**src/design/aht_pkg.sv**
```systemverilog
// Shared constants, types and register codes of the averaged hysteresis thermostat.
package aht_pkg;

  localparam int RING_DEPTH_LOG2 = 4;
  localparam int RING_DEPTH      = 1 << RING_DEPTH_LOG2;
  localparam int SAMPLE_W        = 8;
  localparam int SUM_W           = SAMPLE_W + RING_DEPTH_LOG2;
  localparam int SETPOINT_W      = 6;
  localparam int HYST_W          = 4;
  localparam int CFG_IDX_W       = 8;
  localparam int CFG_DATA_W      = 8;

  localparam logic [SETPOINT_W-1:0] SETPOINT_RESET = '0;
  localparam logic [HYST_W-1:0]     HYST_RESET     = HYST_W'(2);

  // register indexes on the config port
  typedef enum logic [CFG_IDX_W-1:0] {
    CFG_SETPOINT   = CFG_IDX_W'(0),
    CFG_HYSTERESIS = CFG_IDX_W'(1)
  } cfg_reg_e;

  typedef logic [RING_DEPTH_LOG2-1:0] slot_t;
  typedef logic [SAMPLE_W-1:0]        sample_t;

  typedef struct packed {
    logic [SETPOINT_W-1:0] setpoint;
    logic [HYST_W-1:0]     hysteresis;
  } cfg_t;

  // ring access from the datapath
  typedef struct packed {
    logic    rd_en;
    slot_t   rd_slot;
    logic    wr_en;
    slot_t   wr_slot;
    sample_t wr_data;
    logic    fill;
    sample_t fill_data;
  } ring_req_t;

endpackage

```
**src/design/aht_ram.sv**
```systemverilog
// Generic single-write, single-read RAM with registered read data.
module aht_ram #(
  parameter int WIDTH = 8,
  parameter int DEPTH = 16
) (
  input  logic                     clk_i,
  input  logic                     we_i,
  input  logic [$clog2(DEPTH)-1:0] waddr_i,
  input  logic [WIDTH-1:0]         wdata_i,
  input  logic                     re_i,
  input  logic [$clog2(DEPTH)-1:0] raddr_i,
  output logic [WIDTH-1:0]         rdata_o
);

  logic [WIDTH-1:0] mem_q [DEPTH];
  logic [WIDTH-1:0] rdata_q;

  always_ff @(posedge clk_i) begin
    if (we_i) begin
      mem_q[waddr_i] <= wdata_i;
    end
    if (re_i) begin
      rdata_q <= mem_q[raddr_i];
    end
  end

  assign rdata_o = rdata_q;

endmodule

```
**src/design/aht_ring.sv**
```systemverilog
// Sample ring: RAM plus per-entry valid bits and a fill value for preload.
module aht_ring import aht_pkg::*; (
  input  logic      clk_i,
  input  logic      rst_ni,
  input  ring_req_t req_i,
  output sample_t   old_o
);

  logic [RING_DEPTH-1:0] valid_q;
  sample_t               fill_q;
  slot_t                 rd_slot_q;
  sample_t               rdata;

  aht_ram #(
    .WIDTH (SAMPLE_W),
    .DEPTH (RING_DEPTH)
  ) u_ram (
    .clk_i   (clk_i),
    .we_i    (req_i.wr_en),
    .waddr_i (req_i.wr_slot),
    .wdata_i (req_i.wr_data),
    .re_i    (req_i.rd_en),
    .raddr_i (req_i.rd_slot),
    .rdata_o (rdata)
  );

  // a fill invalidates every entry at once; invalid entries read as the fill value
  always_ff @(posedge clk_i or negedge rst_ni) begin
    if (!rst_ni) begin
      valid_q   <= '0;
      fill_q    <= '0;
      rd_slot_q <= '0;
    end else begin
      if (req_i.fill) begin
        valid_q <= '0;
        fill_q  <= req_i.fill_data;
      end else if (req_i.wr_en) begin
        valid_q[req_i.wr_slot] <= 1'b1;
      end
      if (req_i.rd_en) begin
        rd_slot_q <= req_i.rd_slot;
      end
    end
  end

  // valid bit is looked up when the data is used, so fills in between count
  assign old_o = valid_q[rd_slot_q] ? rdata : fill_q;

endmodule

```
**config.mk**
```make
export PLATFORM = sky130hd
export DESIGN_NAME = aht_ring
export DESIGN_NICKNAME = d
export VERILOG_FILES = /design/src/design/aht_pkg.sv /design/src/design/aht_ram.sv /design/src/design/aht_ring.sv
export SDC_FILE = /design/constraint.sdc
export NUM_CORES = 1
export LEC_CHECK = 0
export ABC_AREA = 1
export BUFFER_PORTS_ARGS = -buffer_cell sky130_fd_sc_hd__buf_2
export CORE_MARGIN = 5
export CORE_UTILIZATION = 50
export CTS_CLUSTER_DIAMETER = 60
export CTS_CLUSTER_SIZE = 25
export DETAILED_ROUTE_END_ITERATION = 7
export HOLD_SLACK_MARGIN = 0.02
export PLACE_DENSITY = 0.67
export SYNTH_ARGS = -nofsm -noshare
export SYNTH_HDL_FRONTEND = slang
export SYNTH_SLANG_ARGS = --single-unit
```
**constraint.sdc**
```tcl
create_clock -name clk_i -period 1.5 [get_ports clk_i]
set_input_delay 0.3 -clock clk_i [delete_from_list [all_inputs] [get_ports clk_i]]
set_output_delay 0.3 -clock clk_i [all_outputs]
set_load 0.005 [all_outputs]
```
# Yosys cells after proc, flatten, opt, wreduce, memory -nomap -nowiden
# Memory sizes are Yosys's and may differ from the RTL's. A register that Yosys moved wholly into a read port is not among the register bits.
# Cells that the tools add are included.
[classes]
n_lt_le_gt_ge = 3
mux = 9
bitwise = 1
reduce_logical = 2
[ops]
columns = ["operator", "n"]
rows = [
  ["$mux 16", 2],
  ["$or 16x16->16", 1],
  ["$lt 4x5->1 const B", 2],
  ["$mux 8", 1],
  ["$bmux 1 s4", 1],
  ["$demux 1 s4", 1],
  ["$ge 4x1->1 const B", 1],
  ["$mux 1", 4],
  ["$reduce_bool 2->1", 1],
  ["$logic_and 1x1->1", 1],
]
[totals]
reg_bits = 28
ramBits = 128
output_inout_bits = 8
memories = 1
[mem_list]
columns = ["memory", "words", "word_bits", "rd", "rd_ports_with_merged_regs", "wr", "line_no", "text"]
rows = [
  ["u_ram.mem_q", 16, 8, 1, 1, 1, "aht_ram.sv:15", "logic [WIDTH-1:0] mem_q [DEPTH];"],
]

# Depth between registers and ports, before layout
# Gate-level depths: netlist (run 1).
[depth]
ltp_word = 7
mapped_depth = 9
ltp_nobuf = 8

# Modules after synthesis
# A second synthesis (run 1) with hierarchy kept.
[hier_totals]
cells_unflattened = 720
hier_area_um2 = 7290.7
[by_module_without_submodules]
columns = ["module", "instances", "cells_per_inst", "area_per_inst_um2"]
rows = [
  ["aht_ram", 1, 551, 5846.9],
  ["aht_ring", 1, 169, 1443.9],
]

# Worst setup path before layout (run 1)
# No wires, ideal clock.
[synth_path]
kind = "reg2out"
from = "register rd_slot_q[0]"
to = "output old_o[0]"
arrival_ns = 1.089
required_ns = 1.200
path_slack_ns = 0.111
path_stages_with_launch = 9
n_path_buf = 1
cell_sequence = "dfrtp_1 -> buf_6 -> nand2_1 -> nand3_1 -> nand3_1 -> nand3_4 -> nand2_4 -> nand2_1 -> nand2_1"
[synth_via]
elab_chain_len = 3
[synth_lines]
columns = ["element", "line_no", "text"]
rows = [
  ["from (decl)", "aht_ring.sv:11", "slot_t rd_slot_q;"],
  ["from (signal assigned)", "aht_ring.sv:41", "rd_slot_q <= req_i.rd_slot;"],
  ["$bmux 1 s4", "aht_ring.sv:47", "assign old_o = valid_q[rd_slot_q] ? rdata : fill_q;"],
  ["$mux 1 (not written as such)", "aht_ring.sv:47", ""],
  ["$mux 8", "aht_ring.sv:47", ""],
  ["to (decl)", "aht_ring.sv:6", "output sample_t old_o"],
]
# Every way passes these cells. The select of a mux whose other input is x is not followed.

# Worst setup path in the final report (run 1)
[layout_path]
from = "register rd_slot_q[0]"
to = "output old_o[6]"
# The elaborated chain is that of the path after synthesis.

==> results of run 1 <==
-- registers in the layout, indices dropped and copies added (netlist names) --
register,flops
u_ram.rdata_o,8
rd_slot_q,4
fill_q,8
u_ram.mem_q,128
valid_q,16
-- how the worst max path moves through the flow --
stage               slack, ps         start  cells after the start        to
finish                   -560  rd_slot_q[0]                      9  old_o[6]
floorplan                 110  rd_slot_q[0]                      8  old_o[0]
CTS                      -550  rd_slot_q[0]                     10  old_o[2]
detailed placement       -130  rd_slot_q[0]                      9  old_o[2]
global placement          -70  rd_slot_q[0]                      9  old_o[3]
global route             -680  rd_slot_q[0]                     10  old_o[0]
-- layout by cell type (no fill, tap or decap), types with 2 or more instances in the layout --
master / netlist / layout
sky130_fd_sc_hd__o211ai_1: 25 / 25
sky130_fd_sc_hd__nand3_4: 2 / 2
sky130_fd_sc_hd__clkbuf_1: 5 / 2
sky130_fd_sc_hd__a21oi_1: 34 / 34
sky130_fd_sc_hd__inv_1: 94 / 93
sky130_fd_sc_hd__clkinv_4: 0 / 3
sky130_fd_sc_hd__o21ai_1: 13 / 12
sky130_fd_sc_hd__nand3_2: 2 / 7
sky130_fd_sc_hd__mux2_2: 8 / 8
sky130_fd_sc_hd__clkinv_1: 0 / 2
sky130_fd_sc_hd__buf_2: 17 / 35
sky130_fd_sc_hd__dfrtp_1: 28 / 28
sky130_fd_sc_hd__clkbuf_16: 0 / 17
sky130_fd_sc_hd__o211ai_2: 7 / 7
sky130_fd_sc_hd__buf_6: 4 / 2
sky130_fd_sc_hd__bufinv_16: 0 / 2
sky130_fd_sc_hd__nor3_1: 2 / 2
sky130_fd_sc_hd__clkinvlp_4: 0 / 3
sky130_fd_sc_hd__buf_4: 2 / 25
sky130_fd_sc_hd__o21ai_0: 24 / 24
sky130_fd_sc_hd__buf_12: 0 / 5
sky130_fd_sc_hd__nand3_1: 66 / 63
sky130_fd_sc_hd__nand2_1: 78 / 73
sky130_fd_sc_hd__nor2_1: 48 / 46
sky130_fd_sc_hd__edfxtp_1: 136 / 136
sky130_fd_sc_hd__nand2_2: 0 / 5
-- cells in the mapped netlist --
| cell type | n | area, µm² |
|---|---|---|
| sky130_fd_sc_hd__o211ai_1 | 25 | 188 |
| sky130_fd_sc_hd__clkbuf_1 | 5 | 18.8 |
| sky130_fd_sc_hd__mux2_2 | 8 | 90.1 |
| sky130_fd_sc_hd__nand3_4 | 2 | 35.0 |
| sky130_fd_sc_hd__o21ai_0 | 24 | 120 |
| sky130_fd_sc_hd__o21ai_1 | 13 | 65.1 |
| sky130_fd_sc_hd__nand2_4 | 1 | 11.3 |
| sky130_fd_sc_hd__inv_1 | 94 | 353 |
| sky130_fd_sc_hd__nand3_2 | 2 | 20.0 |
| sky130_fd_sc_hd__nand3_1 | 66 | 330 |
| sky130_fd_sc_hd__edfxtp_1 | 136 | 4080 |
| sky130_fd_sc_hd__nor2_1 | 48 | 180 |
| sky130_fd_sc_hd__nor3_1 | 2 | 10.0 |
| sky130_fd_sc_hd__buf_4 | 2 | 15.0 |
| sky130_fd_sc_hd__nand2_1 | 78 | 293 |
| sky130_fd_sc_hd__buf_2 | 17 | 85.1 |
| sky130_fd_sc_hd__buf_1 | 1 | 3.75 |
| sky130_fd_sc_hd__a21oi_1 | 34 | 170 |
| sky130_fd_sc_hd__buf_6 | 4 | 45.0 |
| sky130_fd_sc_hd__dfrtp_1 | 28 | 701 |
| sky130_fd_sc_hd__o211ai_2 | 7 | 87.6 |
-- area by class of cell --
type | count | area share
clock inverters | 13 | 0.0167
flip-flops and latches | 164 | 0.591
inverters | 94 | 0.0436
clock buffers | 19 | 0.0535
multi-input cells | 312 | 0.206
well taps | 180 | 0.0278
repair buffers | 68 | 0.0612
-- worst register-to-register path: cells and delay by family, from the launching register on --
kind / cells / cell delay [ps]
buffers and inverters: 1 / 60
flip-flops: 1 / 360
AND/OR/NAND/NOR: 3 / 430
AO/OA/AOI/OAI: 2 / 120
-- metrics by stage --
step | instances | cell area (µm²) | utilization | TNS [ps] | power, mW
final | 850 | 8100 | 0.590 | -4420 | 10.1
after CTS | 850 | 8070 | 0.588 | -4330 | 10.1
after global routing | 850 | 8100 | 0.590 | -5330 | 10.5
after floorplan | 597 | 6910 | - | 0 | 5.68
after detailed placement | 815 | 7440 | 0.542 | -966 | 6.01
after global placement | 815 | 7440 | 0.542 | -515 | 5.99
-- power by group through the flow --
stage          sequential (mW)  combinational [mW]  clock, mW
3_3_place_gp              5.22               0.775          0
5_1_grt                   5.14               0.935       4.41
2_1_floorplan             5.21               0.474          0
6_report                  5.13               0.838       4.13
3_5_place_dp              5.22               0.795          0
4_1_cts                   5.13               0.824       4.19
-- logic make-up (layout without fill, tap and decap cells) --
| family | count (synthesis) | count (layout) | share of synthesized area |
|---|---|---|---|
| AND/OR/NAND/NOR | 199 | 201 | 0.127 |
| flip-flops | 164 | 164 | 0.693 |
| buffers and inverters | 123 | 194 | 0.0754 |
| AO/OA/AOI/OAI | 103 | 103 | 0.0913 |
| multiplexers | 8 | 8 | 0.0130 |
-- layer usage --
metal,wire [µm],vias to the layer above,part of all wire
met5,0,-,0
met4,284,0,0.019
met3,812,24,0.055
met2,7630,121,0.51
met1,6160,2127,0.41
li1,-,2174,-
-- what timing repair did --
| action | 4_1_cts | 5_1_grt |
|---|---|---|
| setup endpoints to repair | 8 | 8 |
| cloned | 2 | 0 |
| hold buffers | 1 | 0 |
| pin swaps | 13 | 6 |
| resized for setup | 9 | 7 |
| endpoints found under the hold margin | 28 | 0 |
==> impl_summary.txt, run 1 <==
----------------------------------------------------
[Routing]
  Average vias per placed instance ... 5.23
  Average wire per standard cell ... between 15 and 20 µm
  Detailed Route WL ... 14900 µm
  DRC ... 0
  Via count ... ~4400
  Antenna-violating nets left ... 0
  Initial DRC count ... 341
  Detailed-router iteration count before antenna repair ... 5

[Yosys]
  Average cell area after synthesis ... roughly 12 µm²
  Instance count of the mapped netlist ... 597
  Number of storage elements in the synthesis netlist ... 164
  Synthesized Nets ... approximately 630
  Number of unique standard cell types used by synthesis ... 21
  Sequential cell area fraction in the yosys report ... 0.693
  Count of yosys warnings during synthesis ... 0
  Synthesized cell area ... between 6000 and 7000 µm²

[Worst setup path]
  Max stage delay cell, worst path ... sky130_fd_sc_hd__dfrtp_1
  Kind of start point of the critical path ... flip-flop
  Worst Path Max Fanout ... 8
  CP peak stage delay ... roughly 420 ps
  Logic depth of the worst register-to-register path ... 6
  Worst path buffer plus inverter count ... 2
  Worst-path cell chain ... buf_6, nand2_1, nand3_2, nand3_2, nand3_4, nand2_8, nand2_1, nand2_1, buf_2
  Endpoint kind of the worst setup timing path ... output pin
  CP most frequent cell ... sky130_fd_sc_hd__nand2_1
  Reg2reg start ... u_ram.mem_q[5][2]
  Register-to-register setup slack ... roughly 280 ps
  Endpoint of the most critical register-to-register path ... u_ram.rdata_o[2]
  Arrival time of data at the critical path endpoint ... 1760 ps
  Top cell family by delay on the critical path ... simple AND/OR/NAND/NOR gates
  Crit path required time ... between 1000 and 1500 ps
  CP Class ... flip-flop to output pin

[Floorplanning]
  Y dimension of the die ... 128 µm
  Initial Util ... 0.503
  Core region area ... 13700 µm²
  Die boundary width ... 128 µm
  Count of boundary I/O pins ... 37
  Placement Rows ... 43
  Die Footprint ... roughly 16000 µm²

[GRT]
  GRT Max-Usage Layer ... met2
  Vias in the first global route ... 4484
  Total global routing overflow ... 0
  Antenna violations before repair ... 0
  Met3 demand-to-capacity share in global routing ... 0.0514
  Met2 track utilization from global routing ... 0.327
  Overall fraction of global-route tracks in use ... 0.195
  Global Route met1 Usage ... 0.241
  Largest net degree at the start of global routing ... 44
  Wire length of the first global-routing pass ... 23800 µm

[Timing]
  RSZ-0062 raised after global routing ... yes
  FMAX ... 0.486 GHz
  Clock period minus final worst setup slack ... 2060 ps
  Worst-margin pin slew ... 627 ps
  Post-route worst setup slack ... -559 ps
  Final setup viols ... 8
  Final hold vios ... 0
  Period Utilization, post-route ... 1.37
  Final Slew Violations ... 0
  WHS ... 115 ps
  Worst rel slew slack ... 0.582
  Setup clock skew after layout ... 6.27 ps

[Layout]
  Relative area change from synthesis to final layout ... 17.2%
  Final net count ... 686
  Number of antenna repair diodes ... 0
  Register area ... between 4000 and 5000 µm²
  Total area of multi-input combinational cells ... between 1500 and 2000 µm²
  Fillers ... 1103
  Share of layout cells above drive strength 1 ... 0.193

[Power and ir drop]
  Switching power total ... 2.28 mW
  Internal ... 7.83 mW
  Part of the power in combinational logic ... 0.083
  Switching part of the total power ... 0.226
  Static power due to leakage ... about 3.2 nW
  Power density over cell area ... 1250 nW/µm²
  Clock network fraction of design power ... 0.409
  Maximum VDD drop ... 1.01 mV
  Sequential share of power ... 0.508

[Status]
  Outcome ... finished, violations left
  Failing checks ... negative setup slack

[Placement]
  Routability-driven placement congestion ratio ... ~0.86
  I/O Buffers ... 36
  Detailed-placement wirelength estimate ... roughly 9600 µm
  Worst slack at placement ... -132 ps

[Min path]
  Worst Hold Path EP ... fill_q[1]
  Start point of the worst hold path ... req_i[1]
  Worst hold path class ... primary input to flip-flop
  Worst hold path depth ... 2

[Clock tree]
  Max Buffers Root-to-Sink ... 2
  H-tree Lvls ... 4
  Clk sink count ... 164
  Clk pin slew, worst setup/hold paths ... 60 ps
  Number of post-CTS setup repair buffers ... 0
  Clock Tree Root ... sky130_fd_sc_hd__clkbuf_16
  Clock tree from TritonCTS ... done
  Clock latency reported for the late side of the worst-skew pair ... 420 ps
  Total clock buffers created by CTS ... 17

[Run]
  # Max-Cap Violations ... 0

----------------------------------------------------
Note: power is estimated with default switching activity, not from simulation.
==> run 2: changes to the inputs <==
--- a/config.mk
+++ b/config.mk
@@ -12,6 +12,7 @@
 export CTS_CLUSTER_DIAMETER = 60
 export CTS_CLUSTER_SIZE = 25
 export DETAILED_ROUTE_END_ITERATION = 7
+export GPL_TIMING_DRIVEN = 0
 export HOLD_SLACK_MARGIN = 0.02
 export PLACE_DENSITY = 0.67
 export SYNTH_ARGS = -nofsm -noshare
==> run 2 against run 1 <==
Clock power up 4%; global-route usage grew 0.87 points; via count up 2.9%; combinational power is essentially flat; sequential share of layout area is 1.1 points higher; the run still ends with negative setup slack left; critical endpoint is now old_o[7]; routed wire length increased by 7.7%; highest routed layer unchanged; maximum frequency is 3.8% lower; sequential power about the same; final area shrank 1.7%.
==> impl_summary.txt, run 2 (synthesized netlist as in run 1, its figures left out) <==
----------------------------------------------------
[Placement]
  Worst slack at placement ... -345 ps (was -132 ps)
  Routability-driven placement congestion ratio ... 0.869 (was 0.858)
  Detailed-placement wirelength estimate ... 10700 µm (was 9550 µm)
  I/O Buffers ... 31 (was 36)
  Total instance count after detailed placement ... 808 (was 815)

[Routing]
  Metal1 wirelength ... 7020 µm (was 6160 µm)
  Met3 layer wire length in the routed design ... 897 µm (was 812 µm)
  Via count ... 4575 (was 4446)
  Average wire per standard cell ... 19.0 µm (was 17.5 µm)
  Total met2 wirelength after detailed routing ... 7640 µm (was 7630 µm)
  Average vias per placed instance ... 5.42 (was 5.23)
  Initial DRC count ... 440 (was 341)
  Top layer in use ... met4 (unchanged)
  DRC ... 0 (unchanged)
  Detailed Route WL ... 16000 µm (was 14900 µm)
  Detailed-router iteration count before antenna repair ... 5 (unchanged)
  Antenna-violating nets left ... 0 (unchanged)

[Worst setup path]
  Crit path required time ... 1200 ps (about the same)
  Kind of start point of the critical path ... flip-flop (unchanged)
  Register-to-register setup slack ... 250 ps (was 280 ps)
  Arrival time of data at the critical path endpoint ... 1840 ps (was 1760 ps)
  CP Class ... flip-flop to output pin (unchanged)
  Worst Path Max Fanout ... 8 (unchanged)
  Endpoint kind of the worst setup timing path ... output pin (unchanged)

[Timing]
  Period Utilization, post-route ... 1.43 (was 1.37)
  Setup clock skew after layout ... 8.26 ps (was 6.27 ps)
  RSZ-0062 raised after global routing ... yes (unchanged)
  Worst rel slew slack ... 0.356 (was 0.582)
  Clock period minus final worst setup slack ... 2140 ps (was 2060 ps)
  Post-route worst setup slack ... -642 ps (was -559 ps)
  FMAX ... 0.467 GHz (was 0.486 GHz)
  Final setup viols ... 8 (unchanged)
  Final Slew Violations ... 0 (unchanged)
  Final hold vios ... 0 (unchanged)
  Worst-margin pin slew ... 963 ps (was 627 ps)

[Power and ir drop]
  Sequential share of power ... 0.499 (was 0.508)
  Clock network fraction of design power ... 0.419 (was 0.409)
  Final Power ... 10.3 mW (was 10.1 mW)
  Switching power total ... 2.32 mW (was 2.28 mW)
  Part of the power in combinational logic ... 0.082 (was 0.083)
  Power density over cell area ... 1290 nW/µm² (was 1250 nW/µm²)
  Internal ... 7.95 mW (was 7.83 mW)
  Switching part of the total power ... 0.226 (about the same)
  Static power due to leakage ... 3.16 nW (was 3.24 nW)
  Maximum VDD drop ... 0.767 mV (was 1.01 mV)

[GRT]
  Total global routing overflow ... 0 (unchanged)
  Largest net degree at the start of global routing ... 29 (was 44)
  Overall fraction of global-route tracks in use ... 0.203 (was 0.195)
  Wire length of the first global-routing pass ... 24500 µm (was 23800 µm)
  Antenna violations before repair ... 0 (unchanged)
  Vias in the first global route ... 4461 (was 4484)

[Layout]
  Flip-flop count of the largest register, all copies and words added ... 128 (unchanged)
  Share of layout cells above drive strength 1 ... 0.178 (was 0.193)
  Biggest regs ... u_ram.mem_q (128), valid_q (16) (unchanged)
  Final net count ... 680 (was 686)
  Commonest non-fill, non-tap cell in the layout ... sky130_fd_sc_hd__edfxtp_1 (unchanged)
  Number of antenna repair diodes ... 0 (unchanged)
  Relative area change from synthesis to final layout ... 15.2% (was 17.2%)
  Most flops, register ... u_ram.mem_q (unchanged)
  Number of non-filler instances in the completed layout ... 844 (was 850)
  Leading cell types in the layout, fill and taps excluded ... sky130_fd_sc_hd__edfxtp_1 (136), sky130_fd_sc_hd__inv_1 (93), sky130_fd_sc_hd__nand2_1 (77) (was sky130_fd_sc_hd__edfxtp_1 (136), sky130_fd_sc_hd__inv_1 (93), sky130_fd_sc_hd__nand2_1 (73))

[Floorplanning]
  Die boundary width ... 128 µm (unchanged)
  Core region area ... 13700 µm² (unchanged)
  Initial Util ... 0.503 (unchanged)
  Placement Rows ... 43 (unchanged)
  Count of boundary I/O pins ... 37 (unchanged)
  Y dimension of the die ... 128 µm (unchanged)
  Die Footprint ... 16300 µm² (unchanged)

[Clock tree]
  Max Buffers Root-to-Sink ... 2 (unchanged)
  Clock tree from TritonCTS ... done (unchanged)
  Clock Tree Root ... sky130_fd_sc_hd__clkbuf_16 (unchanged)
  Clk sink count ... 164 (unchanged)
  Clk pin slew, worst setup/hold paths ... 60 ps (about the same)
  Total clock buffers created by CTS ... 17 (unchanged)
  Number of post-CTS setup repair buffers ... 0 (unchanged)
  Clock latency reported for the late side of the worst-skew pair ... 420 ps (about the same)
  H-tree Lvls ... 4 (unchanged)

[Status]
  Outcome ... finished, violations left (unchanged)
  Failing checks ... negative setup slack (unchanged)

[Min path]
  Worst hold path class ... primary input to flip-flop (unchanged)

[Run]
  # Max-Cap Violations ... 0 (unchanged)

----------------------------------------------------
[run 2: changes by cell type in the layout (fill, tap and decap cells not counted), moves of 4 or more]
| cell | before | now |
|---|---|---|
| sky130_fd_sc_hd__buf_4 | 25 | 3 |
| sky130_fd_sc_hd__buf_2 | 35 | 48 |
| sky130_fd_sc_hd__buf_12 | 5 | 0 |
| sky130_fd_sc_hd__clkinv_2 | 1 | 5 |
| sky130_fd_sc_hd__nand2_1 | 73 | 77 |
| sky130_fd_sc_hd__nand2_2 | 5 | 1 |
[run 2: power by group through the flow]
stage | clock [mW] | combinational [mW] | sequential (mW)
6_report | 4.30 | 0.841 | 5.13
5_1_grt | 4.54 | 0.929 | 5.14
4_1_cts | 4.35 | 0.817 | 5.13
3_5_place_dp | 0 | 0.802 | 5.22
3_3_place_gp | 0 | 0.780 | 5.21
2_1_floorplan | 0 | 0.474 | 5.21
[run 2: layout make-up]
type                            instances  area [µm²]
Clock buffer                           17         425
Buffer                                 29         168
Multi-Input combinational cell        312        1660
Tap cell                              180         225
Clock inverter                         15         165
Fill cell                            1125        5760
Sequential cell                       164        4780
Timing Repair Buffer                   33         173
Inverter                               94         353
[run 2: worst paths after layout]
path,cells after the start,to,start
max,9,old_o[7],rd_slot_q[0]
min,2,fill_q[7],req_i[7]
max reg2reg,4,u_ram.rdata_o[1],u_ram.mem_q[2][1]
min reg2reg,2,valid_q[15],valid_q[15]
max in group asynchronous,2,fill_q[4],rst_ni
min in group asynchronous,2,fill_q[7],rst_ni
[run 2: worst max-delay path, cell delays in order (launching register included)]
cell and delay, ps:
sky130_fd_sc_hd__dfrtp_1 420, sky130_fd_sc_hd__buf_4 180, sky130_fd_sc_hd__nand2_1 80, sky130_fd_sc_hd__nand3_1 110, sky130_fd_sc_hd__nand3_2 130, sky130_fd_sc_hd__nand3_4 120, sky130_fd_sc_hd__nand2_4 120, sky130_fd_sc_hd__nand2_1 80
sky130_fd_sc_hd__nand2_1 70, sky130_fd_sc_hd__buf_2 100
[run 2: through the flow]
stage / TNS [ps] / instance area [µm²] / hold WS (ps) / utilization
floorplan: 0 / 6910 / 4.41 / -
global placement: -37280 / 7290 / 337 / 0.531
detailed placement: -41270 / 7290 / 361 / 0.531
CTS: -4900 / 7910 / 90.7 / 0.576
global route: -5730 / 7960 / 103 / 0.580
finish: -4970 / 7960 / 108 / 0.580
[run 2: what timing repair did]
action                                  4_1_cts  5_1_grt
endpoints found under the setup margin        8       24
gates resized for setup                       3       10
hold buffers                                  1        0
gates cloned                                  1        2
endpoints found under the hold margin        28        0
pin swaps                                     2        5
[run 2: per-layer routing]
layer	track usage	up-vias
met3	0.0410	26
met1	0.272	2267
met5	0	-
met4	0.0934	0
li1	-	2158
met2	0.322	124
